File: src/hw/rtl/mhpq_pkg.sv
// Shared types, sizes and codes for the min-heap priority queue.
// Used by the heap store RAM user (top level); no dependencies of its own.
`timescale 1ns / 1ps

package mhpq_pkg;

  // Sizes of the heap and of one entry.
  localparam int CAPACITY = 64;
  localparam int PRIO_W   = 16;
  localparam int TAG_W    = 16;
  localparam int IDX_W    = $clog2(CAPACITY);
  localparam int CNT_W    = $clog2(CAPACITY + 1);
  // Child positions reach 2*CAPACITY, so compares use two extra bits.
  localparam int CMP_W    = IDX_W + 2;

  // Stream payload widths.
  localparam int REQ_W        = 2;
  localparam int STATUS_W     = 2;
  localparam int IN_DATA_W    = ((PRIO_W + TAG_W + 7) / 8) * 8;
  localparam int OUT_DATA_W   = ((PRIO_W + TAG_W + CNT_W + 7) / 8) * 8;
  localparam int OUT_USER_W   = STATUS_W + 1;

  // Request codes; anything else behaves as a peek.
  localparam logic [REQ_W-1:0] REQ_PUSH = 2'd0;
  localparam logic [REQ_W-1:0] REQ_POP  = 2'd1;

  // Status codes.
  localparam logic [STATUS_W-1:0] ST_OK    = 2'd0;
  localparam logic [STATUS_W-1:0] ST_FULL  = 2'd1;
  localparam logic [STATUS_W-1:0] ST_EMPTY = 2'd2;

  // One heap entry as held in the store.
  typedef struct packed {
    logic [TAG_W-1:0]  tag;
    logic [PRIO_W-1:0] prio;
  } entry_t;

endpackage

File: src/hw/rtl/mhpq_ram.sv
// Generic single-write, single-read synchronous RAM with a registered read.
// Stand-alone; holds the heap store for the priority queue.
`timescale 1ns / 1ps

module mhpq_ram #(
  parameter int WIDTH = 32,
  parameter int DEPTH = 64
) (
  input  logic                     clk,
  input  logic                     wr_en,
  input  logic [$clog2(DEPTH)-1:0] wr_addr,
  input  logic [WIDTH-1:0]         wr_data,
  input  logic                     rd_en,
  input  logic [$clog2(DEPTH)-1:0] rd_addr,
  output logic [WIDTH-1:0]         rd_data
);

  logic [WIDTH-1:0] mem [DEPTH];

  // Write port.
  always_ff @(posedge clk) begin
    if (wr_en) begin
      mem[wr_addr] <= wr_data;
    end
  end

  // Read port, registered.
  always_ff @(posedge clk) begin
    if (rd_en) begin
      rd_data <= mem[rd_addr];
    end
  end

endmodule

File: src/hw/rtl/min_heap_priority_queue.sv
// Top level of the binary min-heap priority queue: request stream in, result stream out.
// Depends on mhpq_pkg and on mhpq_ram, which holds the heap entries.
`timescale 1ns / 1ps
//
//  Channel  Direction  Handshake          Payload
//  s_*      in         s_tvalid/s_tready  tuser: req_type; tdata: priority, tag
//  m_*      out        m_tvalid/m_tready  tuser: status, top_valid;
//                                         tdata: top_priority, top_tag, entry_count
//
// A peek, a refused push or a pop that empties the heap goes straight to the result.
// A push walks up to log2(CAPACITY) levels, each a parent read, then compare and write.
// A pop reads the last entry and walks down level by level, each a left read, a right
// read if that child exists, then compare and write. The single RAM read port sets these
// steps. One request is in work at a time; reset empties the heap at once and needs no
// clearing pass. A waiting result does not stop the next request from being taken.

module min_heap_priority_queue
  import mhpq_pkg::*;
(
  input  logic                  clk,
  input  logic                  rst,
  input  logic                  s_tvalid,
  output logic                  s_tready,
  input  logic [IN_DATA_W-1:0]  s_tdata,   // [15:0] entry_priority, [31:16] entry_tag
  input  logic [REQ_W-1:0]      s_tuser,   // [1:0] req_type
  output logic                  m_tvalid,
  input  logic                  m_tready,
  output logic [OUT_DATA_W-1:0] m_tdata,   // [15:0] top_priority, [31:16] top_tag,
                                           // [38:32] entry_count, rest zero
  output logic [OUT_USER_W-1:0] m_tuser    // [1:0] status, [2] top_valid
);

  // Sequencer states.
  localparam logic [3:0] S_IDLE   = 4'd0;
  localparam logic [3:0] S_SU_RD  = 4'd1;
  localparam logic [3:0] S_SU_CMP = 4'd2;
  localparam logic [3:0] S_PO_LD  = 4'd3;
  localparam logic [3:0] S_SD_L   = 4'd4;
  localparam logic [3:0] S_SD_R   = 4'd5;
  localparam logic [3:0] S_SD_C   = 4'd6;
  localparam logic [3:0] S_FIN    = 4'd7;

  logic [3:0]          state, state_next;
  logic [CNT_W-1:0]    cnt, cnt_next;
  logic [IDX_W-1:0]    pos, pos_next;
  logic [IDX_W-1:0]    par, par_next;
  logic [CMP_W-1:0]    lchild, lchild_next;
  logic                r_ok, r_ok_next;
  logic [STATUS_W-1:0] status, status_next;
  entry_t              cur, cur_next;
  entry_t              left_q, left_next;
  entry_t              root;

  logic                wr_en, rd_en;
  logic [IDX_W-1:0]    wr_addr, rd_addr;
  entry_t              wr_data, rd_data;

  logic                accept;
  logic                out_free;
  logic [CNT_W-1:0]    cnt_dec;
  logic [CMP_W-1:0]    cnt_ext, l_calc, r_calc;
  logic                pick_right;
  entry_t              child;
  logic [CMP_W-1:0]    child_pos;

  // Heap store.
  mhpq_ram #(
    .WIDTH ($bits(entry_t)),
    .DEPTH (CAPACITY)
  ) u_store (
    .clk     (clk),
    .wr_en   (wr_en),
    .wr_addr (wr_addr),
    .wr_data (wr_data),
    .rd_en   (rd_en),
    .rd_addr (rd_addr),
    .rd_data (rd_data)
  );

  assign s_tready = (state == S_IDLE);
  assign accept   = s_tvalid && s_tready;
  assign out_free = !m_tvalid || m_tready;
  assign cnt_dec  = cnt - CNT_W'(1);
  assign cnt_ext  = CMP_W'(cnt);
  assign l_calc   = {1'b0, pos, 1'b1};
  assign r_calc   = lchild + CMP_W'(1);

  // Smaller child: the right one only when strictly smaller than the left.
  assign pick_right = r_ok && ($signed(rd_data.prio) < $signed(left_q.prio));
  assign child      = pick_right ? rd_data : left_q;
  assign child_pos  = pick_right ? r_calc : lchild;

  // Sequencer: next state, store accesses and working registers.
  always_comb begin
    state_next  = state;
    cnt_next    = cnt;
    pos_next    = pos;
    par_next    = par;
    lchild_next = lchild;
    r_ok_next   = r_ok;
    status_next = status;
    cur_next    = cur;
    left_next   = left_q;
    wr_en       = 1'b0;
    wr_addr     = pos;
    wr_data     = cur;
    rd_en       = 1'b0;
    rd_addr     = pos;

    unique case (state)
      S_IDLE: begin
        if (accept) begin
          cur_next.prio = s_tdata[PRIO_W-1:0];
          cur_next.tag  = s_tdata[PRIO_W +: TAG_W];
          status_next   = ST_OK;
          state_next    = S_FIN;
          if (s_tuser == REQ_PUSH) begin
            if (cnt == CNT_W'(CAPACITY)) begin
              status_next = ST_FULL;
            end else begin
              pos_next   = cnt[IDX_W-1:0];
              cnt_next   = cnt + CNT_W'(1);
              state_next = S_SU_RD;
            end
          end else if (s_tuser == REQ_POP) begin
            if (cnt == '0) begin
              status_next = ST_EMPTY;
            end else begin
              cnt_next = cnt_dec;
              if (cnt_dec != '0) begin
                // Fetch the last entry; it goes to the root and sinks.
                rd_en      = 1'b1;
                rd_addr    = cnt_dec[IDX_W-1:0];
                state_next = S_PO_LD;
              end
            end
          end
        end
      end

      // Sift-up: fetch the parent, or settle at the root.
      S_SU_RD: begin
        if (pos == '0) begin
          wr_en      = 1'b1;
          state_next = S_FIN;
        end else begin
          par_next   = IDX_W'((pos - IDX_W'(1)) >> 1);
          rd_en      = 1'b1;
          rd_addr    = IDX_W'((pos - IDX_W'(1)) >> 1);
          state_next = S_SU_CMP;
        end
      end

      // Sift-up: stop at a parent that is not greater, else move it down.
      S_SU_CMP: begin
        wr_en = 1'b1;
        if ($signed(rd_data.prio) <= $signed(cur.prio)) begin
          state_next = S_FIN;
        end else begin
          wr_data    = rd_data;
          pos_next   = par;
          state_next = S_SU_RD;
        end
      end

      // Pop: the last entry becomes the sinking entry at the root.
      S_PO_LD: begin
        cur_next   = rd_data;
        pos_next   = '0;
        state_next = S_SD_L;
      end

      // Sift-down: fetch the left child, or settle at a leaf.
      S_SD_L: begin
        lchild_next = l_calc;
        if (l_calc >= cnt_ext) begin
          wr_en      = 1'b1;
          state_next = S_FIN;
        end else begin
          rd_en      = 1'b1;
          rd_addr    = l_calc[IDX_W-1:0];
          state_next = S_SD_R;
        end
      end

      // Sift-down: keep the left child, fetch the right one if it exists.
      S_SD_R: begin
        left_next  = rd_data;
        r_ok_next  = (r_calc < cnt_ext);
        rd_en      = (r_calc < cnt_ext);
        rd_addr    = r_calc[IDX_W-1:0];
        state_next = S_SD_C;
      end

      // Sift-down: stop unless the smaller child is strictly smaller.
      S_SD_C: begin
        wr_en = 1'b1;
        if ($signed(child.prio) >= $signed(cur.prio)) begin
          state_next = S_FIN;
        end else begin
          wr_data    = child;
          pos_next   = child_pos[IDX_W-1:0];
          state_next = S_SD_L;
        end
      end

      // Hand the result over once the output register is free.
      S_FIN: begin
        if (out_free) begin
          state_next = S_IDLE;
        end
      end

      default: begin
        state_next = S_IDLE;
      end
    endcase
  end

  // Control registers.
  always_ff @(posedge clk) begin
    if (rst) begin
      state <= S_IDLE;
      cnt   <= '0;
    end else begin
      state <= state_next;
      cnt   <= cnt_next;
    end
  end

  // Working registers of the current request.
  always_ff @(posedge clk) begin
    pos    <= pos_next;
    par    <= par_next;
    lchild <= lchild_next;
    r_ok   <= r_ok_next;
    status <= status_next;
    cur    <= cur_next;
    left_q <= left_next;
  end

  // Copy of the root entry, kept in step with every write to position zero.
  always_ff @(posedge clk) begin
    if (wr_en && (wr_addr == '0)) begin
      root <= wr_data;
    end
  end

  // Output register.
  always_ff @(posedge clk) begin
    if (rst) begin
      m_tvalid <= 1'b0;
    end else if (state == S_FIN && out_free) begin
      m_tvalid <= 1'b1;
    end else if (m_tready) begin
      m_tvalid <= 1'b0;
    end
  end

  always_ff @(posedge clk) begin
    if (state == S_FIN && out_free) begin
      m_tuser <= {(cnt != '0), status};
      if (cnt != '0) begin
        m_tdata <= OUT_DATA_W'({cnt, root.tag, root.prio});
      end else begin
        m_tdata <= '0;
      end
    end
  end

endmodule
File: config.mk
export PLATFORM = sky130hd
export DESIGN_NAME = min_heap_priority_queue
export DESIGN_NICKNAME = d
export VERILOG_FILES = /design/src/hw/rtl/mhpq_pkg.sv /design/src/hw/rtl/mhpq_ram.sv /design/src/hw/rtl/min_heap_priority_queue.sv
export SDC_FILE = /design/constraint.sdc
export NUM_CORES = 2
export LEC_CHECK = 0
export ABC_AREA = 1
export BUFFER_PORTS_ARGS = -buffer_cell sky130_fd_sc_hd__buf_2
export CAP_MARGIN = 20
export CORE_UTILIZATION = 55
export CTS_BUF_LIST = sky130_fd_sc_hd__clkbuf_4
export DETAILED_ROUTE_END_ITERATION = 8
export GPL_TIMING_DRIVEN = 0
export PLACE_DENSITY = 0.71
export SLEW_MARGIN = 15
export SYNTH_ARGS = -nofsm -noshare
export SYNTH_HDL_FRONTEND = slang
export SYNTH_SLANG_ARGS = --single-unit
File: constraint.sdc
create_clock -name clk -period 9.3 [get_ports clk]
set_clock_uncertainty 0.05 [all_clocks]
set_input_delay 2.325 -clock clk [delete_from_list [all_inputs] [get_ports clk]]
set_output_delay 2.325 -clock clk [all_outputs]
set_load 0.01 [all_outputs]
=== Word-level counts from Yosys, hierarchy flattened ===
Memory sizes are Yosys's and may differ from the RTL's. A register that Yosys moved wholly into a read port is not among the register bits.
Index checks and enable logic that the tools add are counted.

* Register bits: 171
* Latch bits: 0
* Memory bits (writable): 2048
* Memory bits (read-only): 0
* Input bits: 38
* Output and inout port bits: 45
* Memories: 1

{| class="wikitable"
|+ Memories
! name !! depth !! bits a word !! rd ports !! clocked after Yosys merged registers in !! wr ports !! line !! text
|-
| u_store.mem || 64 || 32 || 1 || 1 || 1 || mhpq_ram.sv:18 || <nowiki>logic [WIDTH-1:0] mem [DEPTH];</nowiki>
|}

* Add/subtract/negate cells: 4
* Multiply operators: 0
* Div/mod/pow operators: 0
* $lt $le $gt $ge: 5
* Eq/ne operators: 17
* Shift operators: 0
* Muxes and demuxes: 56
* Bitwise logic cells: 1
* Reductions and logical operators: 23

{| class="wikitable"
|+ Operator list
! operator !! number
|-
| $mux W32 || 4
|-
| $pmux W32 S2 || 2
|-
| $mux W6 || 13
|-
| $pmux W6 S4 || 2
|-
| $pmux W4 S8 || 1
|-
| $mux W7 || 4
|-
| $mux W3 || 6
|-
| $eq A4 B3 Y1 const B || 4
|-
| $ge A16 B16 Y1 || 1
|-
| $le A16 B16 Y1 || 1
|-
| $lt A16 B16 Y1 || 1
|-
| $mux W1 || 14
|-
| $reduce_bool A7 Y1 || 2
|-
| $mux W4 || 3
|-
| $ne A2 B2 Y1 const B || 6
|-
| $mux W2 || 5
|-
| $add A7 B1 Y8 const B || 1
|-
| $eq A4 B2 Y1 const B || 2
|-
| $lt A8 B7 Y1 || 1
|-
| $reduce_and A2 Y1 || 4
|-
| $add A7 B1 Y7 const B || 1
|-
| $eq A7 B7 Y1 const B || 1
|-
| $ge A7 B7 Y1 || 1
|-
| $logic_not A7 Y1 || 1
|-
| 19 further kinds || 25
|}

=== Longest topological paths before layout ===
* Depth in word-level cells: 8
* Gate-level depth with buffers: 30
* Mapped depth without buffers: 28

=== Cells and area by module ===
A second synthesis with hierarchy kept.

* Cells, all modules: 7882
* Area, all modules: 93039.2 um^2

{| class="wikitable"
|+ By module, submodules not included
! module !! times used !! cells an instance !! area an instance (um^2)
|-
| mhpq_ram || 1 || 6769 || 83106.0
|-
| min_heap_priority_queue || 1 || 1113 || 9933.3
|}

=== Worst setup path before layout ===
OpenSTA, ideal clock, no wires.

* Path kind: flip-flop to flip-flop
* Start point: reg u_store.rd_data[7], read port of u_store.mem
* End point: reg root[11] in the netlist's numbering (data pin)
* Data arrival time: 6.329 ns
* Data required time: 8.540 ns
* Setup slack: 2.211 ns
* Stages on the path, launching flop included: 24
* Period minus slack after synthesis: 7.089 ns
* Path through: edfxtp_1 -> ha_1 -> a21oi_1 -> o21ai_0 -> o211ai_1 -> nand2_1 -> or2_2 -> nand3_1 -> buf_1 -> o21a_1 -> inv_1 -> ha_1 -> a21oi_1 -> nor2_1 -> a211oi_1 -> o21ai_0 -> nand3_1 -> o2111ai_1 -> a21oi_1 -> inv_1 -> nor2_1 -> inv_1 -> clkbuf_1 -> o21ai_0

* Longest elaborated chain between the ends: 6
* Elaborated cells on any way between the ends: 8
* Those cells by class: order compare (3); mux (4); reduce/logical (1)

{| class="wikitable"
|+ RTL lines
! item !! line !! text
|-
| start, declared || mhpq_ram.sv:15 || <nowiki>output logic [WIDTH-1:0] rd_data</nowiki>
|-
| $lt A16 B16 Y1 || min_heap_priority_queue.sv:89 || <nowiki>assign pick_right = r_ok && ($signed(rd_data.prio) < $signed(left_q.prio));</nowiki>
|-
| $logic_and A1 B1 Y1 || min_heap_priority_queue.sv:89 ||
|-
| $mux W32 || min_heap_priority_queue.sv:90 || <nowiki>assign child = pick_right ? rd_data : left_q;</nowiki>
|-
| $ge A16 B16 Y1 || min_heap_priority_queue.sv:198 || <nowiki>if ($signed(child.prio) >= $signed(cur.prio)) begin</nowiki>
|-
| $mux W32 || min_heap_priority_queue.sv:198 ||
|-
| $pmux W32 S2 * || min_heap_priority_queue.sv:110 || <nowiki>unique case (state)</nowiki>
|-
| via u_store.wr_data[11] || mhpq_ram.sv:12 || <nowiki>input logic [WIDTH-1:0] wr_data,</nowiki>
|-
| end signal, assigned || min_heap_priority_queue.sv:245 || <nowiki>root <= wr_data;</nowiki>
|-
| end, declared || min_heap_priority_queue.sv:52 || <nowiki>entry_t root;</nowiki>
|}

The timed path passes the listed nets; every way through them passes the cells marked *.
A chain may end at the register's enable or synchronous reset.

=== Worst setup path in the final report ===
* Start point: reg u_store.rd_data[7], read port of u_store.mem
* End point: mem u_store.mem[26][2] (data pin)

* Longest elaborated chain between the ends: 6
* Elaborated cells on any way between the ends: 8
* Those cells by class: order compare (3); mux (4); reduce/logical (1)

{| class="wikitable"
|+ RTL lines
! item !! line
|-
| $lt A16 B16 Y1 || min_heap_priority_queue.sv:89
|-
| $logic_and A1 B1 Y1 || min_heap_priority_queue.sv:89
|-
| $mux W32 || min_heap_priority_queue.sv:90
|-
| $ge A16 B16 Y1 || min_heap_priority_queue.sv:198
|-
| $mux W32 || min_heap_priority_queue.sv:198
|-
| $pmux W32 S2 * || min_heap_priority_queue.sv:110
|-
| via u_store.wr_data[2] || mhpq_ram.sv:12
|-
| end, declared || mhpq_ram.sv:18
|}

Marks and branches as above.

==> reports/results.txt <==
The logs give 65.9k for the via count of the first global-routing pass and 437 mm for the wire length of the first global-routing pass. Summing the areas of all compound-gate instances in the mapped netlist gives 1.49% of the synthesized area. The adder-cell area share of the yosys netlist was 0.853%; the via total after detailed routing was 70.6k.

CTS built an H-tree with a depth of 6. In this run, the number of DRC markers left after iteration 0 of detailed routing was 11.6k. The tool flagged a number of max-cap violations equal to 0. Global routing finished with a remaining overflow of 0. edfxtp_1 takes more of the synthesized area than any other cell. Setup repair after global routing left no endpoint under its margin.

The run gives 0 as the post-CTS repair timing setup buffer count. In the post-synthesis netlist, the cell with the most instances is nand3_1. The tools report the category of the worst setup path capture point as a flip-flop.

Buffers placed on the I/O ports in this run total 81. In the finished design, the share of the clock period the worst path needs comes to 78.5%. The tools report the number of synthesis warnings as 0. In the synthesized netlist the async set-or-reset flop fraction comes to 0%.

The post-route netlist has 17.9% of its cells at a drive strength greater than 1. TritonCTS built the clock tree. The final number of max-transition violations came out at 0. Post-CTS repair changed the size of 0 cells.

After technology mapping, the gate count stands at 7858. Maximum clock insertion buffer count: 4. The final count of negative-setup-slack endpoints was 0.

When the netlist entered floorplanning its net count stood at 7960. The initial utilization of the core area, before any placement, comes to 55.4%. Of the total synthesized cell area, the portion taken by AND, OR, NAND and NOR gates is 22.1%.

The class of the tightest hold or removal check is reg2reg. The floorplan die width is 415 um. For this design, the CTS-stage hold fixing added 0 buffers. The number of distinct library cell variants in the gate-level netlist after synthesis came out at 52.

In the final design database the tool counted 8814 nets. At the pin with the least slew margin, the transition time is 1160 ps. For the largest net degree at the start of global routing, the log shows 32. Summed over all failing endpoints, the final setup total negative slack is 0 ps. After layout, the minimum clock period comes to 7300 ps.

In this run the worst path has a maximum fanout of 26. The timing-limited maximum frequency is 137 MHz. The total wire length was 307 mm. Clock input transition at the sequential cells of the worst setup and hold paths: 60 ps.

Measured against its own limit, the worst slew margin works out to 22.6%. The part of the Yosys area used for sequential elements was 71.8%. The combinational family with the most area after synthesis is simple AND/OR/NAND/NOR gates.

The pre-antenna-repair detailed-routing pass consisted of 9 iterations. Clock latency on the worst-skew pair, taken at its later pin, is 1450 ps. Counting flops with a built-in enable in the synthesized netlist gives 2238. The delay of the slowest critical-path stage works out to 850 ps. The flip-flop and latch count after synthesis was 2249; the last weighted congestion value of the routability-driven placer was 1.03.

The most instantiated flip-flop cell in the synthesis netlist was edfxtp_1. Library cell contributing the largest single delay on the critical path: o21ai_4. For this run, the total global-route usage over all layers was measured as 35.2%. After synthesis, the most frequently instantiated cells are nand3_1 (2862), edfxtp_1 (2238), nand2_1 (1493), buf_2 (328), clkbuf_1 (207).

STA classifies the critical path startpoint as a flip-flop. The initial antenna violation count came out at 14. The final hold violation count came out at 0. Measured along the y axis, the die boundary spans 415 um. Averaged over all synthesized cells, the footprint is 12.0 um^2. The run gives 169000 um^2 as the core area. After floorplanning, the core was divided into 151 placement rows.

Critical path required time: 10430 ps. The die covers 172000 um^2. The count of unresolved DRC violations after routing was 0; the xor and xnor fraction of the mapped netlist area was 0.0746%. The root buffer cell chosen for the clock tree is clkbuf_4. In the post-synthesis netlist, the biggest area contributors are edfxtp_1 (72%), nand3_1 (15%), nand2_1 (6.0%), buf_2 (1.7%), ha_1 (0.85%). STA puts the critical path data arrival time at 8430 ps. The number of antenna-violating nets in the routed design is 0, and the number of buffers inserted during clock tree synthesis is 576. The HPWL after detailed placement is 222 mm. After detailed routing, the average wire length per cell comes to 27.1 um. The top cell type by area accounts for 71.6% of the synthesized area. The fraction of synthesized area in multiplexers is 0%. Synthesis-to-finish area growth: 16.3%.

The run finished with clean final reports. After synthesis the cells add up to 93900 um^2. Dividing the detail-routed via count by the number of cells gives 6.24. For this design the top-level I/O count stands at 83. The run gives 2249 as the clock sink count.

The type of the worst setup path is reg2reg.
==> layer usage <==
| layer | up-vias | part of all wire (%) | global-route usage (%) |
|---|---|---|---|
| met5 | - | 0 | 0 |
| met3 | 822 | 14 | 9.74 |
| li1 | 30900 | - | - |
| met1 | 33500 | 37 | 48.6 |
| met4 | 0 | 6.9 | 22.1 |
| met2 | 5404 | 42 | 49.4 |
==> final timing paths <==
check	start	end	slack (ps)	cells after the start
max	u_store.rd_data[7]	u_store.mem[26][2]	2000	25
min	status[1]	m_tuser[1]	380	0
max reg2reg	u_store.rd_data[7]	u_store.mem[26][2]	2000	25
min reg2reg	status[1]	m_tuser[1]	380	0
==> cells by family (layout without fill, tap and decap cells) <==
group | after synthesis | after routing
other | 1 | 13
flip-flops | 2249 | 2249
adder cells (fa/ha/maj) | 64 | 64
AO/OA/AOI/OAI | 221 | 221
buffers and inverters | 775 | 2001
XOR/XNOR | 8 | 8
AND/OR/NAND/NOR | 4540 | 4540
==> cell usage in the layout, fill, tap and decap left out, types with 5 or more instances in the layout <==
| master | instances |
|---|---|
| edfxtp_1 | 2238 |
| nor3_1 | 6 |
| buf_16 | 101 |
| a22oi_1 | 14 |
| clkbuf_2 | 7 |
| nand2_1 | 1491 |
| clkbuf_1 | 200 |
| nor2_2 | 5 |
| o21ai_0 | 63 |
| nor2_1 | 71 |
| xor2_1 | 7 |
| clkinv_1 | 100 |
| clkinv_2 | 11 |
| o21a_1 | 15 |
| inv_1 | 175 |
| clkbuf_4 | 823 |
| buf_6 | 15 |
| nand3_2 | 5 |
| buf_2 | 409 |
| buf_1 | 24 |
| o2111ai_4 | 16 |
| a221oi_1 | 5 |
| buf_4 | 40 |
| inv_2 | 26 |
| nand3_1 | 2859 |
| nor2_4 | 69 |
| diode_2 | 12 |
| o211ai_1 | 25 |
| ha_1 | 64 |
| dfxtp_1 | 11 |
| buf_8 | 7 |
| buf_12 | 57 |
| a21oi_1 | 39 |
| a211oi_1 | 5 |
| o21ai_4 | 14 |
| nand4_1 | 19 |
==> flip-flops by register name, summed over array words and instances (netlist names) <==
name             flops
cnt                  7
cur                 32
lchild               6
left_q              32
m_tdata             39
m_tuser              3
m_tvalid             1
par                  5
pos                  6
r_ok                 1
root                32
state                3
status               2
u_store.mem       2048
u_store.rd_data     32
==> layout make-up <==
cell class	count	area, um^2
multi-input combinational	4834	24000
fill	12400	60300
clock buffer	823	6180
antenna	12	30.0
timing repair buffer	276	4700
sequential	2249	67400
clock inverter	127	603
inverter	191	717
buffer	584	2720
tap	2218	2780
==> through the flow <==
step	utilization (%)	cells	area, um^2	setup slack, ps	hold slack (ps)
after floorplan	-	7858	93900	2210	350
after global placement	57.3	10200	97100	-7020	358
after detailed placement	60.4	10400	102000	2220	366
after CTS	64.4	11300	109000	2130	381
after global routing	64.4	11300	109000	1600	393
final	64.4	11300	109000	2000	379
==> worst max-delay path: cells and delay by family (launching register included) <==
family	cells	cell delay, ps
AO/OA/AOI/OAI	10	2400
buffers and inverters	7	2100
AND/OR/NAND/NOR	6	1250
adder cells (fa/ha/maj)	2	670
flip-flops	1	530
Power is not shown: default switching activity piles up to over one toggle a cycle in this logic, so the estimate is an artifact.
